`src/rtl/assert_macros.svh`:
```
// Assertion macros included by the packet receiver RTL
`ifndef ASSERT_MACROS_SVH
`define ASSERT_MACROS_SVH
`ifndef SYNTHESIS
`define ASSERT_ALWAYS(lbl, expr) \
	lbl: assert property (@(posedge clk) disable iff (!arst_n) (expr)) \
		else $error("invariant violated");
`define ASSERT_IMPLIES(lbl, ante, cons) \
	lbl: assert property (@(posedge clk) disable iff (!arst_n) (ante) |-> (cons)) \
		else $error("same-cycle implication violated");
`define ASSERT_NEXT(lbl, ante, cons) \
	lbl: assert property (@(posedge clk) disable iff (!arst_n) (ante) |=> (cons)) \
		else $error("next-cycle implication violated");
`else
`define ASSERT_ALWAYS(lbl, expr)
`define ASSERT_IMPLIES(lbl, ante, cons)
`define ASSERT_NEXT(lbl, ante, cons)
`endif
`endif

```
`src/rtl/fcpr_pkg.sv`:
```
// Shared widths, defaults and control struct of the framed channel packet receiver
package fcpr_pkg;

	localparam int MAX_CHANNELS_DEF = 6;
	localparam int BYTE_W           = 8;
	localparam int GAIN_W           = 8;
	localparam int OFFSET_W         = 16;
	localparam int PULSE_W          = 16;

	typedef struct packed {
		logic wr_en;
		logic rd_en;
		logic mul_en;
	} fcpr_ctl_t;

endpackage

```
`src/rtl/fcpr_chan_unit.sv`:
```
// Channel byte store and shared multiply-add unit
module fcpr_chan_unit #(
	parameter int MAX_CHANNELS = fcpr_pkg::MAX_CHANNELS_DEF,
	parameter int IDX_W        = (MAX_CHANNELS > 1) ? $clog2(MAX_CHANNELS) : 1
) (
	input  logic                          clk,
	input  fcpr_pkg::fcpr_ctl_t           ctl,
	input  logic [IDX_W-1:0]              wr_idx,
	input  logic [fcpr_pkg::BYTE_W-1:0]   wr_data,
	input  logic [IDX_W-1:0]              rd_idx,
	input  logic [fcpr_pkg::GAIN_W-1:0]   gain,
	input  logic [fcpr_pkg::OFFSET_W-1:0] offset,
	output logic [fcpr_pkg::PULSE_W-1:0]  sum
);

	logic [fcpr_pkg::BYTE_W-1:0]  store_q [MAX_CHANNELS];
	logic [fcpr_pkg::BYTE_W-1:0]  rd_q;
	logic [fcpr_pkg::PULSE_W-1:0] prod_q;

	always_ff @(posedge clk) begin
		if (ctl.wr_en) begin
			store_q[wr_idx] <= wr_data;
		end
	end

	always_ff @(posedge clk) begin
		if (ctl.rd_en) begin
			rd_q <= store_q[rd_idx];
		end
	end

	always_ff @(posedge clk) begin
		if (ctl.mul_en) begin
			prod_q <= fcpr_pkg::PULSE_W'(rd_q * gain);
		end
	end

	assign sum = prod_q + offset;

endmodule

```
`src/rtl/framed_channel_packet_receiver.sv`:
```
// Framed channel packet receiver: header hunt, check and per-channel scaling
// A byte with no result leaves the receiver ready for the next byte; one with a status word
// holds off input until the word enters the output register. A good check byte then steps
// each channel through the shared store-read, multiply and add unit; back-pressure stalls it.
// Reset (arst_n low) returns to header hunt with gain 1 and offset 0.
// The channel byte store is not cleared by reset.
`include "assert_macros.svh"

module framed_channel_packet_receiver #(
	parameter int MAX_CHANNELS = fcpr_pkg::MAX_CHANNELS_DEF
) (
	input  logic                          clk,
	input  logic                          arst_n,
	input  logic                          in_valid,
	output logic                          in_ready,
	input  logic [fcpr_pkg::BYTE_W-1:0]   rx_byte,
	output logic                          out_valid,
	input  logic                          out_ready,
	output logic [1:0]                    status,
	output logic [2:0]                    channel_index,
	output logic [fcpr_pkg::PULSE_W-1:0]  pulse_value,
	output logic [2:0]                    channel_count,
	output logic                          last,
	input  logic                          cfg_valid,
	output logic                          cfg_ready,
	input  logic [1:0]                    cfg_index,
	input  logic [fcpr_pkg::OFFSET_W-1:0] cfg_data
);

	localparam int CNT_W = $clog2(MAX_CHANNELS + 1);
	localparam int IDX_W = (MAX_CHANNELS > 1) ? $clog2(MAX_CHANNELS) : 1;

	localparam logic [fcpr_pkg::BYTE_W-1:0] HDR_FIRST  = 8'h47;
	localparam logic [fcpr_pkg::BYTE_W-1:0] HDR_SECOND = 8'h4F;
	localparam logic [fcpr_pkg::BYTE_W-1:0] HDR_THIRD  = 8'h00;

	localparam logic [1:0] REG_GAIN   = 2'd0;
	localparam logic [1:0] REG_OFFSET = 2'd1;

	localparam logic [2:0] PS_HUNT  = 3'd0;
	localparam logic [2:0] PS_GOT_G = 3'd1;
	localparam logic [2:0] PS_GOT_O = 3'd2;
	localparam logic [2:0] PS_COUNT = 3'd3;
	localparam logic [2:0] PS_DATA  = 3'd4;

	localparam logic [2:0] S_IDLE   = 3'd0;
	localparam logic [2:0] S_STATUS = 3'd1;
	localparam logic [2:0] S_READ   = 3'd2;
	localparam logic [2:0] S_MUL    = 3'd3;
	localparam logic [2:0] S_ADD    = 3'd4;

	localparam logic [1:0] ST_UPDATE   = 2'd0;
	localparam logic [1:0] ST_MISMATCH = 2'd1;
	localparam logic [1:0] ST_OVERSIZE = 2'd2;
	localparam logic [1:0] ST_EMPTY    = 2'd3;

	function automatic logic [3:0] ones_in(input logic [7:0] v);
		logic [3:0] n;
		n = 4'd0;
		for (int b = 0; b < 8; b++) begin
			n = n + {3'd0, v[b]};
		end
		return n;
	endfunction

	logic [2:0]                    parse_q;
	logic [2:0]                    seq_q;
	logic [CNT_W-1:0]              count_q;
	logic [CNT_W-1:0]              bidx_q;
	logic [7:0]                    ones_q;
	logic [IDX_W-1:0]              emit_idx_q;
	logic [1:0]                    pend_status_q;
	logic [CNT_W-1:0]              pend_count_q;
	logic [fcpr_pkg::GAIN_W-1:0]   gain_q;
	logic [fcpr_pkg::OFFSET_W-1:0] offset_q;

	logic                          out_valid_q;
	logic [1:0]                    status_q;
	logic [IDX_W-1:0]              chan_q;
	logic [fcpr_pkg::PULSE_W-1:0]  pulse_q;
	logic [CNT_W-1:0]              cnt_q;
	logic                          last_q;

	logic                          in_fire;
	logic                          out_free;
	logic                          data_byte;
	logic                          emit_last;
	logic [3:0]                    byte_ones;
	fcpr_pkg::fcpr_ctl_t           ctl;
	logic [fcpr_pkg::PULSE_W-1:0]  sum;

	assign in_ready  = (seq_q == S_IDLE);
	assign in_fire   = in_valid && in_ready;
	assign out_free  = !out_valid_q || out_ready;
	assign cfg_ready = 1'b1;
	assign byte_ones = ones_in(rx_byte);
	assign data_byte = (parse_q == PS_DATA) && (bidx_q < count_q);
	assign emit_last = (CNT_W'(emit_idx_q) == (count_q - CNT_W'(1)));

	always_comb begin
		ctl.wr_en  = in_fire && data_byte;
		ctl.rd_en  = (seq_q == S_READ);
		ctl.mul_en = (seq_q == S_MUL);
	end

	fcpr_chan_unit #(
		.MAX_CHANNELS (MAX_CHANNELS),
		.IDX_W        (IDX_W)
	) u_chan (
		.clk     (clk),
		.ctl     (ctl),
		.wr_idx  (bidx_q[IDX_W-1:0]),
		.wr_data (rx_byte),
		.rd_idx  (emit_idx_q),
		.gain    (gain_q),
		.offset  (offset_q),
		.sum     (sum)
	);

	always_ff @(posedge clk or negedge arst_n) begin
		if (!arst_n) begin
			gain_q   <= fcpr_pkg::GAIN_W'(1);
			offset_q <= '0;
		end else if (cfg_valid && cfg_ready) begin
			case (cfg_index)
				REG_GAIN:   gain_q   <= cfg_data[fcpr_pkg::GAIN_W-1:0];
				REG_OFFSET: offset_q <= cfg_data;
				default:    ;
			endcase
		end
	end

	always_ff @(posedge clk or negedge arst_n) begin
		if (!arst_n) begin
			parse_q       <= PS_HUNT;
			seq_q         <= S_IDLE;
			count_q       <= '0;
			bidx_q        <= '0;
			ones_q        <= '0;
			emit_idx_q    <= '0;
			pend_status_q <= ST_UPDATE;
			pend_count_q  <= '0;
		end else begin
			case (seq_q)
				S_IDLE: begin
					if (in_fire) begin
						case (parse_q)
							PS_HUNT: begin
								if (rx_byte == HDR_FIRST) begin
									parse_q <= PS_GOT_G;
								end
							end
							PS_GOT_G: parse_q <= (rx_byte == HDR_SECOND) ? PS_GOT_O : PS_HUNT;
							PS_GOT_O: parse_q <= (rx_byte == HDR_THIRD) ? PS_COUNT : PS_HUNT;
							PS_COUNT: begin
								if (rx_byte > fcpr_pkg::BYTE_W'(MAX_CHANNELS)) begin
									pend_status_q <= ST_OVERSIZE;
									pend_count_q  <= '0;
									seq_q         <= S_STATUS;
									parse_q       <= PS_HUNT;
								end else begin
									count_q <= rx_byte[CNT_W-1:0];
									bidx_q  <= '0;
									ones_q  <= 8'(byte_ones);
									parse_q <= PS_DATA;
								end
							end
							PS_DATA: begin
								if (data_byte) begin
									ones_q <= ones_q + 8'(byte_ones);
									bidx_q <= bidx_q + CNT_W'(1);
								end else begin
									if (rx_byte != ones_q) begin
										pend_status_q <= ST_MISMATCH;
										pend_count_q  <= count_q;
										seq_q         <= S_STATUS;
									end else if (count_q == '0) begin
										pend_status_q <= ST_EMPTY;
										pend_count_q  <= '0;
										seq_q         <= S_STATUS;
									end else begin
										emit_idx_q <= '0;
										seq_q      <= S_READ;
									end
									parse_q <= PS_HUNT;
								end
							end
							default: parse_q <= PS_HUNT;
						endcase
					end
				end
				S_STATUS: begin
					if (out_free) begin
						seq_q <= S_IDLE;
					end
				end
				S_READ: seq_q <= S_MUL;
				S_MUL:  seq_q <= S_ADD;
				S_ADD: begin
					if (out_free) begin
						if (emit_last) begin
							seq_q <= S_IDLE;
						end else begin
							emit_idx_q <= emit_idx_q + IDX_W'(1);
							seq_q      <= S_READ;
						end
					end
				end
				default: seq_q <= S_IDLE;
			endcase
		end
	end

	always_ff @(posedge clk or negedge arst_n) begin
		if (!arst_n) begin
			out_valid_q <= 1'b0;
		end else if (out_free) begin
			out_valid_q <= (seq_q == S_STATUS) || (seq_q == S_ADD);
		end
	end

	always_ff @(posedge clk) begin
		if (out_free && seq_q == S_STATUS) begin
			status_q <= pend_status_q;
			chan_q   <= '0;
			pulse_q  <= '0;
			cnt_q    <= pend_count_q;
			last_q   <= 1'b1;
		end else if (out_free && seq_q == S_ADD) begin
			status_q <= ST_UPDATE;
			chan_q   <= emit_idx_q;
			pulse_q  <= sum;
			cnt_q    <= count_q;
			last_q   <= emit_last;
		end
	end

	assign out_valid     = out_valid_q;
	assign status        = status_q;
	assign channel_index = 3'(chan_q);
	assign pulse_value   = pulse_q;
	assign channel_count = 3'(cnt_q);
	assign last          = last_q;

	`ASSERT_IMPLIES(a_busy_hunts, seq_q != S_IDLE, parse_q == PS_HUNT)
	`ASSERT_IMPLIES(a_emit_in_range, (seq_q == S_READ) || (seq_q == S_MUL) || (seq_q == S_ADD), CNT_W'(emit_idx_q) < count_q)
	`ASSERT_IMPLIES(a_fill_bound, parse_q == PS_DATA, bidx_q <= count_q)
	`ASSERT_NEXT(a_last_word, (seq_q == S_ADD) && out_free && emit_last, (seq_q == S_IDLE) && out_valid_q && last_q)

endmodule

```
`config.mk`:
```
export PLATFORM = sky130hd
export DESIGN_NAME = framed_channel_packet_receiver
export DESIGN_NICKNAME = d
export VERILOG_FILES = /design/src/rtl/fcpr_pkg.sv /design/src/rtl/fcpr_chan_unit.sv /design/src/rtl/framed_channel_packet_receiver.sv
export VERILOG_INCLUDE_DIRS = /design/src /design/src/rtl
export SDC_FILE = /design/constraint.sdc
export NUM_CORES = 1
export LEC_CHECK = 0
export ABC_AREA = 1
export BUFFER_PORTS_ARGS = -buffer_cell sky130_fd_sc_hd__buf_2
export CAP_MARGIN = 30
export CORE_ASPECT_RATIO = 1.2
export CORE_MARGIN = 8
export CORE_UTILIZATION = 62
export CTS_CLUSTER_DIAMETER = 200
export DETAILED_ROUTE_END_ITERATION = 7
export HOLD_SLACK_MARGIN = 0.06
export PLACE_DENSITY = 0.77
export SYNTH_ARGS = -nofsm -noshare
export SYNTH_HDL_FRONTEND = slang
export SYNTH_SLANG_ARGS = --single-unit
```
`constraint.sdc`:
```
create_clock -name clk -period 4.5 [get_ports clk]
set_input_delay 0.225 -clock clk [delete_from_list [all_inputs] [get_ports clk]]
set_output_delay 0.225 -clock clk [all_outputs]
set_load 0.05 [all_outputs]
```
Word level (Yosys, flattened, before mapping):

Memories as Yosys holds them, arrays and structs flattened. A register that Yosys moved wholly into a read port is not among the register bits.
Index checks and enable logic that the tools add are counted.

* shifts and indexed selects: 0
* divide/modulo/power cells: 0
* $mul: 1
* add/subtract/negate cells: 12
* mux-type cells: 46
* reduce and logical (&&, ||, !) cells: 24
* bitwise operators: 1
* eq/ne operators: 30
* order comparisons: 2

Operators by type and width (count)
* 2-to-1 mux 3 bit: 23
* case mux 3 bit (5 select lines): 2
* case mux 3 bit (2 select lines): 4
* 2-to-1 mux 2 bit: 11
* inequality test 2 bit, second input constant: 11
* adder 16 bit: 1
* adder 4 x 1 -> 4 bit: 4
* equality test 8 x 7 -> 1 bit, second input constant: 2
* multiplier 8 x 8 -> 16 bit: 1
* 2-to-1 mux 8 bit: 2
* case mux 8 bit (2 select lines): 1
* equality test 3 x 2 -> 1 bit, second input constant: 4
* AND reduction 6 bit: 2
* logical NOT 3 bit: 3
* adder 8 x 4 -> 8 bit: 1
* greater-than comparator 8 x 3 -> 1 bit, second input constant: 1
* logical NOT 8 bit: 1
* inequality test 8 bit: 1
* AND reduction 4 bit: 2
* AND reduction 8 bit: 1
* adder 3 x 1 -> 3 bit, second input constant: 2
* equality test 3 x 1 -> 1 bit, second input constant: 2
* equality test 3 bit, second input constant: 2
* inequality test 3 x 1 -> 1 bit, second input constant: 2
* 19 further kinds: 30

* input bits: 31
* register bits after elaboration: 94
* latch bits: 0
* memories kept: 1
* output and inout bits: 28
* bits in writable memories: 48
* memory bits (read-only): 0
* logic and storage cells: 134

Memories
* u_chan.store_q: depth 6, width 8, read ports 1, clocked after Yosys merged registers in 1, wr ports 1, line fcpr_chan_unit.sv:16 `logic [fcpr_pkg::BYTE_W-1:0] store_q [MAX_CHANNELS];`

Logic depth before layout (Yosys ltp):

* depth after elaboration: 10
* depth in mapped cells: 18
* depth with buffers taken out: 17

Cells and area by module:

A second synthesis with hierarchy kept.

* cells, all modules: 1180
* area total of the unflattened synthesis: 9959.6 um^2

By module, submodules not included
* fcpr_chan_unit: seq. area each 2162.1 um^2, area each 5911.9 um^2, times used 1, cells each 712
* framed_channel_packet_receiver: seq. area each 1878.1 um^2, area each 4047.6 um^2, times used 1, cells each 468

Worst setup path before layout:

Ideal clock, no wire load.

* kind: register -> register
* start point: register gain_q[7] (netlist name)
* end point: register u_chan.prod_q[12] (netlist name), data pin
* clock period less this slack: 4.049 ns
* cell stages (with the launch flop): 16
* path buffers: 1
* data required time: 4.238 ns
* path slack: 0.451 ns
* arrival time: 3.787 ns
* setup time: 0.262 ns
* cell sequence: dfrtp_1 > clkbuf_1 > nand2_1 > fa_1 > fa_1 > inv_1 > fa_1 > inv_1 > fa_1 > inv_1 > ha_1 > a21o_1 > nand2_1 > nand3_1 > a21oi_1 > xor2_1

* word-level cells in the longest chain between the ends: 1

RTL lines
* start, declared: line framed_channel_packet_receiver.sv:74 `logic [fcpr_pkg::GAIN_W-1:0] gain_q;`
* start signal, assigned: line framed_channel_packet_receiver.sv:122 `gain_q <= fcpr_pkg::GAIN_W'(1);`
* start signal, assigned: line framed_channel_packet_receiver.sv:126 `REG_GAIN: gain_q <= cfg_data[fcpr_pkg::GAIN_W-1:0];`
* multiplier 8 x 8 -> 16 bit: line fcpr_chan_unit.sv:34 `prod_q <= fcpr_pkg::PULSE_W'(rd_q * gain);`
* end signal, assigned: line fcpr_chan_unit.sv:34
* end, declared: line fcpr_chan_unit.sv:18 `logic [fcpr_pkg::PULSE_W-1:0] prod_q;`

No other way between the ends.
A chain may end at the register's enable or synchronous reset.

Worst setup path in the final report:

* start point: register gain_q[6] (netlist name)
* end point: register u_chan.prod_q[14] (netlist name), data pin

Same word-level chain as after synthesis.

==> flow_summary.toml <==
[outcome]
status = "completed"

[floorplan]
rows = 50
die-area_sq_um = 19740
pin_count = 59
coreArea_sq_um = 15390
die_w_um = 129.6
initial_core_util = 0.6239
fp.dieH_um = 152.3

[clock_network]
cts.sinks = 150
cts_tree = "yes"
htreeDepth = 4
cts-buffers-inserted = 17
clk_latency_ns = 0.43
cts_root_buffer = "clkbuf_16"
cts.path.max_buffers = 2
clk_pin_slew_ns = 0.07

[worst_setup_path]
worstRegToRegCells = 14
arrival_ns = 4.36
worstPathMaxFanout = 9
slowest_stage = "fa_1"
worst_path_most_repeated_cell = "fa_1"
worstPathRequired_ns = 4.68
reg2reg_slack_ns = 0.32
slowest_delay_ns = 0.54
startpoint_type = "register"
worstSetupPathType = "reg2reg"
crit_chain = "nand2_1 > fa_1 > fa_1 > inv_1 > fa_1 > inv_1 > fa_1 > inv_1 > ha_1 > a21o_1 > nand2_1 > nand3_1 > a21oi_1 > xnor2_1"
endpoint_kind = "register"
reg2reg_to = "u_chan.prod_q[14]$_DFFE_PP_"
r2r_start = "gain_q[6]$_DFFE_PN0P_"

[yosys]
ys_seq_area_frac = 0.4208
synth.area.top_cells = "edfxtp_1 24%, dfrtp_1 14%, nand2_1 13%"
yosysWarnings = 0
synth_top_cell_area_share = 0.2408
syn-cell-area_sq_um = 9602
synthDistinctLibCells = 44
synth_most_common_cell = "nand2_1"
syn_inst = 1108
synth_edf_count = 77
syn_area_per_cell_sq_um = 8.666
ys.flop_type = "edfxtp_1"
synth_common_cells = "323 x nand2_1, 186 x inv_1, 77 x edfxtp_1"
yosysTopAreaCell = "edfxtp_1"
async_flop_share = 0.3533
syn-num-nets = 1248
ys_seq_elements = 150

[grt]
grtUsageTotal = 0.2347
grt_overflow = 0
antenna_found_initial = 0
grt_pass1_wl_mm = 36.22
grt_pass1_vias = 7617
grt_max_degree = 54

[timing]
fin_hold_ws_ns = 0.07753
relSlewSlack = 0.3467
slew_violations = 0
setup_slack_ns = 0.3154
max_freq_ghz = 0.2390
period_share = 0.9299
hold_violations = 0
rsz0062_at_grt = "false"
fin_skew_ns = 0.009722
setup_viol = 0
period_needed_ns = 4.185
setup_tns_ns = 0
tightest_slew_ns = 0.9770

[pwr]
total_power_mw = 4.318
clkPwrFrac = 0.345
p_leak_nw = 5.591
internal_power_mw = 2.859
netSwitchingFraction = 0.3379
ir_drop_mv = 0.2858
powerDensity_nw_per_um2 = 400.9
p_seq_frac = 0.369
power_frac_comb = 0.287
p_switching_mw = 1.459

[min_path]
holdCritStartpoint = "cfg_data[0]"
hold_path.class = "in2reg"
whs_path_depth = 3
holdPathEnd = "gain_q[0]$_DFFE_PN1P_"

[route]
drtIter0Drc = 438
viasPerCell = 5.310
ant_nets = 0
route.detailed.drc = 0
wl_mm = 22.09
vias = 7392
drt-pass1-iter-count = 5
routedWlPerCell_um = 15.87

[placement]
pre_cts_ws_ns = 0.3427
gp_congestion = 0.8963
dp_hpwl_mm = 16.34
port_buffers = 57

[job]
cap_violations = 0

[cells_and_area]
drive_above_1_share = 0.1149
nets = 1311
n_antenna_cell = 0
syn_to_final_growth_pct = 12.17
utilization = 0.6998
nFillCells = 1196
worst max-delay path: cells and delay by family (launching register included):
family / cells / cell delay [ns]
adder cells (fa/ha/maj): 5 / 2.45
flip-flops: 1 / 0.50
AO/OA/AOI/OAI: 2 / 0.40
AND/OR/NAND/NOR: 3 / 0.34
buffers and inverters: 3 / 0.14
XOR/XNOR: 1 / 0.09
cells in the final DEF (no fill, tap or decap), drive strengths merged, types with 16 or more instances in the layout:
cell,n
a21oi,41
buf,69
clkbuf,18
dfrtp,52
dfxtp,20
edfxtp,77
fa,42
ha,67
inv,198
nand2,326
nand3,37
nand4,16
nor2,55
o21ai,60
xor2,16
repair_timing:
| action | CTS | global route |
|---|---|---|
| setup buffers | 0 | 0 |
| hold buffers | 9 | 0 |
| hold endpoints to repair | 60 | 0 |
| endpoints found under the setup margin | 0 | 1 |
| resized for setup | 0 | 1 |
how the worst max path moves through the flow:
stage / start / end / slack [ns] / cells after the start
2_1_floorplan: gain_q[7]$_DFFE_PN0P_ / u_chan.prod_q[12]$_DFFE_PP_ / 0.45 / 15
3_3_place_gp: gain_q[7]$_DFFE_PN0P_ / u_chan.prod_q[12]$_DFFE_PP_ / 0.41 / 14
3_5_place_dp: gain_q[6]$_DFFE_PN0P_ / u_chan.prod_q[14]$_DFFE_PP_ / 0.34 / 14
4_1_cts: u_chan.rd_q[1]$_DFFE_PN_ / u_chan.prod_q[15]$_DFFE_PP_ / 0.30 / 14
5_1_grt: gain_q[7]$_DFFE_PN0P_ / u_chan.prod_q[13]$_DFFE_PP_ / 0.001 / 14
6_report: gain_q[6]$_DFFE_PN0P_ / u_chan.prod_q[14]$_DFFE_PP_ / 0.32 / 14
area by class of cell:
| class | instances | area (sq um) | area share |
|---|---|---|---|
| sequential | 150 | 4040 | 0.3751 |
| timing repair buffer | 78 | 462.9 | 0.04298 |
| inverter | 192 | 720.7 | 0.06691 |
| multi-input combinational | 732 | 4673 | 0.4339 |
| clock buffer | 18 | 429.2 | 0.03985 |
| clock inverter | 14 | 183.9 | 0.01708 |
| tap | 208 | 260.3 | 0.02416 |
power groups by stage:
stage          Clock, mW  Combinational, mW  Sequential (mW)
3_3_place_gp           0               1.16             1.62
4_1_cts             1.50               1.24             1.59
2_1_floorplan          0              0.946             1.60
3_5_place_dp           0               1.20             1.62
6_report            1.49               1.24             1.59
5_1_grt             1.56               1.42             1.60
flip-flops by register name, indices dropped and copies added (netlist names), 8 cells and up:
register and count:
u_chan.store_q 48, offset_q 16, pulse_value 16, u_chan.prod_q 16, gain_q 8, ones_q 8
u_chan.rd_q 8
metal layers:
metal  global-route usage  up-vias  share of wire
li1                     -     3669              -
met3              0.04622       57          0.032
met1               0.2374     3507           0.37
met4              0.09756        0          0.035
met2               0.4487      159           0.56
met5                    0        -              0
per-stage QoR:
stage,area [sq um],std cells
2_1_floorplan,9602,1108
3_3_place_gp,10050,1349
3_5_place_dp,10070,1351
4_1_cts,10770,1392
5_1_grt,10770,1392
6_report,10770,1392
cell families after synthesis:
family	share of synthesized area
compound gates	0.07701
xor+xnor	0.02463
fa+ha+maj	0.1749
buf+inv	0.09252
flops	0.4208
mux	0.01251
other cells	0.0003906
simple gates	0.1973
Power figures use the tool's default switching activity.
